===== config.mk =====
export PLATFORM = sky130hd
export DESIGN_NAME = sqd_queue_mem
export DESIGN_NICKNAME = d
export VERILOG_FILES = /design/src/sqd_pkg.sv /design/src/sqd_queue_mem.sv
export SDC_FILE = /design/constraint.sdc
export NUM_CORES = 2
export LEC_CHECK = 0
export ABC_AREA = 1
export BUFFER_PORTS_ARGS = -buffer_cell sky130_fd_sc_hd__buf_2
export CORE_ASPECT_RATIO = 0.9
export CORE_UTILIZATION = 27
export CTS_CLUSTER_SIZE = 10
export DETAILED_ROUTE_END_ITERATION = 6
export PLACE_DENSITY_LB_ADDON = 0.15
export REMOVE_ABC_BUFFERS = 1
export SLEW_MARGIN = 5
export SYNTH_ARGS = -nofsm -noshare
export SYNTH_HDL_FRONTEND = slang
export SYNTH_SLANG_ARGS = --single-unit

===== constraint.sdc =====
create_clock -name clk -period 7.2 [get_ports clk]
set_clock_uncertainty 0.1 [all_clocks]
set_input_delay 1.08 -clock clk [delete_from_list [all_inputs] [get_ports clk]]
set_output_delay 1.08 -clock clk [all_outputs]
set_load 0.005 [all_outputs]

===== src/sqd_pkg.sv =====
// Package for the join-shortest-queue dispatcher: widths, event codes, state type.
// Depends on nothing; used by every file under src.
package sqd_pkg;

  localparam int NUM_SERVERS_DEF = 5;
  localparam int QUEUE_DEPTH_DEF = 32;
  localparam int CLOCK_BITS_DEF  = 16;

  localparam int SVC_W   = 8;
  localparam int KIND_W  = 2;
  localparam int IDX_W   = 3;
  localparam int WAIT_W  = 16;
  localparam int JOBS_W  = 6;
  localparam int TIME_W  = 16;

  localparam logic [KIND_W-1:0] EV_ASSIGN = 2'd0;
  localparam logic [KIND_W-1:0] EV_DEPART = 2'd1;
  localparam logic [KIND_W-1:0] EV_DROP   = 2'd2;

  typedef enum logic [2:0] {
    ST_IDLE,
    ST_PICK,
    ST_ARRIVE,
    ST_SCAN,
    ST_READ,
    ST_DEPART,
    ST_DONE
  } sqd_state_t;

endpackage


===== src/sqd_queue_mem.sv =====
// Shared job store: one FIFO region per server, arrival time and service time per entry.
// Imports sqd_pkg; its widths come from its parameters.
module sqd_queue_mem #(
  parameter int DEPTH  = 160,
  parameter int ADDR_W = 8,
  parameter int DATA_W = 24
) (
  input  logic              clk,
  input  logic              wr_en,
  input  logic [ADDR_W-1:0] wr_addr,
  input  logic [DATA_W-1:0] wr_data,
  input  logic [ADDR_W-1:0] rd_addr,
  output logic [DATA_W-1:0] rd_data
);
  import sqd_pkg::*;

  logic [DATA_W-1:0] mem_r [DEPTH];

  always_ff @(posedge clk) begin
    if (wr_en) begin
      mem_r[wr_addr] <= wr_data;
    end
    rd_data <= mem_r[rd_addr];
  end
endmodule


# After elaboration in Yosys (flattened, before gate mapping)
# Memories as Yosys holds them, arrays and structs flattened. A register that Yosys moved wholly into a read port is not among the register bits.
# Index checks and enable logic that the tools add are counted.
# Widths: inputs -> output; s select.
# word_totals
mem_bits_rw	3840
memories	1
inputBits	42
register_bits	0
elab_cells	3
# classes
muxes	2
# mem_list
memory	words	word_bits	read_ports	rd_ports_with_merged_regs	wr	line_no	rtl
mem_r	160	24	1	1	1	sqd_queue_mem.sv:17	logic [DATA_W-1:0] mem_r [DEPTH];
# ops
operator	count
$mux 1	2

# Logic depth before layout (Yosys ltp)
# logic_depth
ltp_word	2
ltp_mapped	15
mapped_depth_nobuf	11

# Worst setup path after synthesis
# Ideal clock, no wire load.
# synth_timing
path_kind	input to register
startpoint	input wr_en
endpoint	memory mem_r[106][0], enable pin
arrival_ps	2853
setup_slack_ps	3843
cell_stages	4
setup_time_ps	405
path_buffers	2
cell_sequence	clkbuf_1 nand3_1 clkbuf_1 nor2_1
# synth_between
elab_chain_len	2
# synth_lines
element	line_no	rtl
from (decl)	sqd_queue_mem.sv:9	input logic wr_en,
$mux 1	sqd_queue_mem.sv:20	if (wr_en) begin
$mux 1 (implied by the code)	sqd_queue_mem.sv:21	mem_r[wr_addr] <= wr_data;
to (decl)	sqd_queue_mem.sv:17	
# No other way between the ends.

==> results.md <==
* Max-slew violations at 0
* DP Wirelength at 306 mm
* Max IR drop VDD at 0.000210 V
* Antenna Nets Post-Route at 0
* Hold bufs inserted after CTS at 0
* Core area at 566000 um2
* GR Overflow Total at 0
* I/O pins at 66
* First-pass GRT wire length at 783 mm
* Dpl ws at 1.81 ns
* Sequential Power Share at 0.515
* Clock Latency Late Sink at 1.04 ns
* Fin area at 176000 um2
* Die area at 573000 um2
* Htree depth at 5
* Via/cell ratio at 4.92
* Largest net degree at the start of global routing at 145
* Via count at 99198
* CP arrival at 5.16 ns
* P&R area growth vs syn at 14.7%
* Clock tree root driver cell: clkbuf_16
* Leakage at 58.5 nW
* Worst endpoint required time at 8.07 ns
* Slew HR at 0.137
* Clk sinks at 3864
* Vias in the first global route at 95164
* Port buffer count at 65
* RSZ-0062 raised after global routing: false
* Final period demand of the worst path at 4.29 ns
* Seq cells post-synth at 3864
* Iter 0 DRT Violations at 10061
* Wirelength, routed at 563 mm
* CP endpoint kind: flip-flop
* Power Dens Cells at 274 nW/um2
* Status: completed
* Main synth FF type: edfxtp_1
* Sw Pwr at 0.0116 W
* Post-synth cell types at 22
* Die Y-Extent at 718 um
* Max-Cap Viols at 0
* Worst-Margin Slew at 1.30 ns
* Logic pwr share at 0.064
* Setup violators final at 0
* Clock power share at 0.421
* Routed length per instance at 27.9 um
* Avg Cell Area, Syn at 12.4 um2
* Final Util at 0.311
* Worst-path fanout max at 110
* GRT Overall Usage at 0.190
* Final hold viol count at 0
* GPL Wtd Cong at 0.781
* PostCTS Resize Cnt at 0
* Tcrit/Tclk final at 0.596
* Layout cells sized above 1 at 0.0843
* Int Pwr at 0.0367 W
* Worst Hold Class: in -> reg
* Post-synthesis sequential area ratio at 0.753
* Setup crit start kind: input port
* Initial antenna violation count at 56
* TritonCTS clock tree: yes
* Final net count at 12477
* DRT Pass-1 Iters at 5
* Setup ws final at 2.91 ns
* CTS Buf Count at 439
* Ys async rst share at 0
* Mapped Area at 154000 um2
* Clock-pin slew on the worst setup and hold paths at 0.06 ns
* Fmax achieved at 233 MHz
* Number of synthesized flops with an enable pin at 3840
* Postcts setup bufs at 0
* Setup CP Type: in -> reg
* Synth warn at 0
* Sw frac at 0.241
* Initial Utilization at 0.272
* Clock tree buffer depth at 4
* Synthesized netlist cell count at 12438
* DRC at 0
* DP Area at 164000 um2
* Rows at 262
* Die Span X at 798 um
power by group through the flow:
stage               Sequential (W)  Clock, W  Combinational, W
floorplan                   0.0253         0           0.00162
global placement            0.0254         0           0.00315
finish                      0.0249    0.0204           0.00310
CTS                         0.0249    0.0208           0.00314
detailed placement          0.0254         0           0.00313
global route                0.0249    0.0216           0.00334
path summary, 6_finish.rpt:
check           startpoint             to  slack (ns)  cells past startpoint
max             rd_addr[0]     rd_data[3]        2.91                     14
max reg2reg   mem_r[3][22]    rd_data[22]        4.49                     10
min            wr_data[15]  mem_r[66][15]        0.35                      1
min reg2reg  mem_r[136][9]     rd_data[9]        0.74                      6
per-stage QoR:
stage	total power, W	instances	hold WS, ns	TNS, ns
final	0.0483	20176	0.349	0
after global routing	0.0498	20149	0.339	0
after global placement	0.0285	19518	0.733	0
after detailed placement	0.0285	19518	0.734	0
after CTS	0.0488	20146	0.298	0
after floorplan	0.0269	11582	0.601	-228.38
cell usage in the layout, fill, tap and decap left out, types with 3 or more instances in the layout:
| master | netlist | layout |
|---|---|---|
| edfxtp_1 | 3840 | 3840 |
| nand2_1 | 3329 | 3323 |
| nand3_1 | 3132 | 3130 |
| clkbuf_16 | 0 | 443 |
| nor2_1 | 593 | 433 |
| o21ai_0 | 382 | 382 |
| buf_4 | 47 | 281 |
| o22ai_1 | 163 | 163 |
| clkbuf_1 | 242 | 134 |
| nor2_4 | 0 | 93 |
| nor2_2 | 0 | 67 |
| buf_12 | 0 | 67 |
| buf_2 | 424 | 36 |
| inv_1 | 36 | 32 |
| diode_2 | 0 | 30 |
| o221ai_1 | 29 | 29 |
| o21ai_1 | 26 | 26 |
| buf_6 | 10 | 25 |
| dfxtp_1 | 24 | 24 |
| o211ai_1 | 19 | 19 |
| clkinv_1 | 0 | 17 |
| inv_6 | 0 | 9 |
| nand2_2 | 0 | 6 |
| clkinv_8 | 0 | 6 |
| clkbuf_8 | 0 | 6 |
| inv_16 | 0 | 5 |
| clkinv_16 | 0 | 5 |
| inv_8 | 0 | 3 |
| buf_8 | 0 | 3 |
state kept, by name (all words and copies together), names as in the netlist:
| signal | count |
|---|---|
| mem_r | 3840 |
| rd_data | 24 |
worst max-delay path, cell delays in order:
cell and delay [ns]:
buf_12 0.16, inv_8 0.61, buf_12 0.39, buf_12 0.51, nand2_1 0.09, nand3_1 0.09
nand3_1 0.18, nand3_1 0.15, nand3_1 0.18, nand3_1 0.27, nand3_1 0.68, nand2_1 0.26
nand2_1 0.07, nand2_1 0.09
metal layers:
| metal | global-route usage | vias up | part of all wire |
|---|---|---|---|
| li1 | - | 44757 | - |
| met1 | 0.282 | 50910 | 0.47 |
| met5 | 0 | - | 0.00010 |
| met4 | 0.0417 | 10 | 0.022 |
| met3 | 0.0292 | 606 | 0.062 |
| met2 | 0.292 | 2915 | 0.45 |
cells in the mapped netlist, types with 10 or more instances:
cell type | n | area [um2]
inv_1 | 36 | 135
nand2_1 | 3329 | 12500
buf_4 | 47 | 353
o211ai_1 | 19 | 143
edfxtp_1 | 3840 | 115000
buf_6 | 10 | 113
nand3_1 | 3132 | 15700
buf_2 | 424 | 2120
buf_1 | 133 | 499
o22ai_1 | 163 | 1020
dfxtp_1 | 24 | 480
o21ai_0 | 382 | 1910
clkbuf_1 | 242 | 908
nor2_1 | 593 | 2230
o221ai_1 | 29 | 254
o21ai_1 | 26 | 130
cells by family (layout without fill, tap and decap cells):
kind of cell           Yosys count  in the layout  synth area share
AO/OA/AOI/OAI                  621            621            0.0225
buffers and inverters          895           1079            0.0269
flip-flops                    3864           3864             0.753
AND/OR/NAND/NOR               7058           7058             0.198
other                            0             30                 0
area by class of cell:
class                      instances  area [um2]
fill                           56996      390000
clock buffer                     583       11700
timing repair buffer             412        3960
tap                             7524        9410
multi-input combinational       7679       34800
inverter                          39         190
sequential                      3864      116000
antenna                           30        75.1
clock inverter                    45         539
Power figures use the tool's default switching activity.
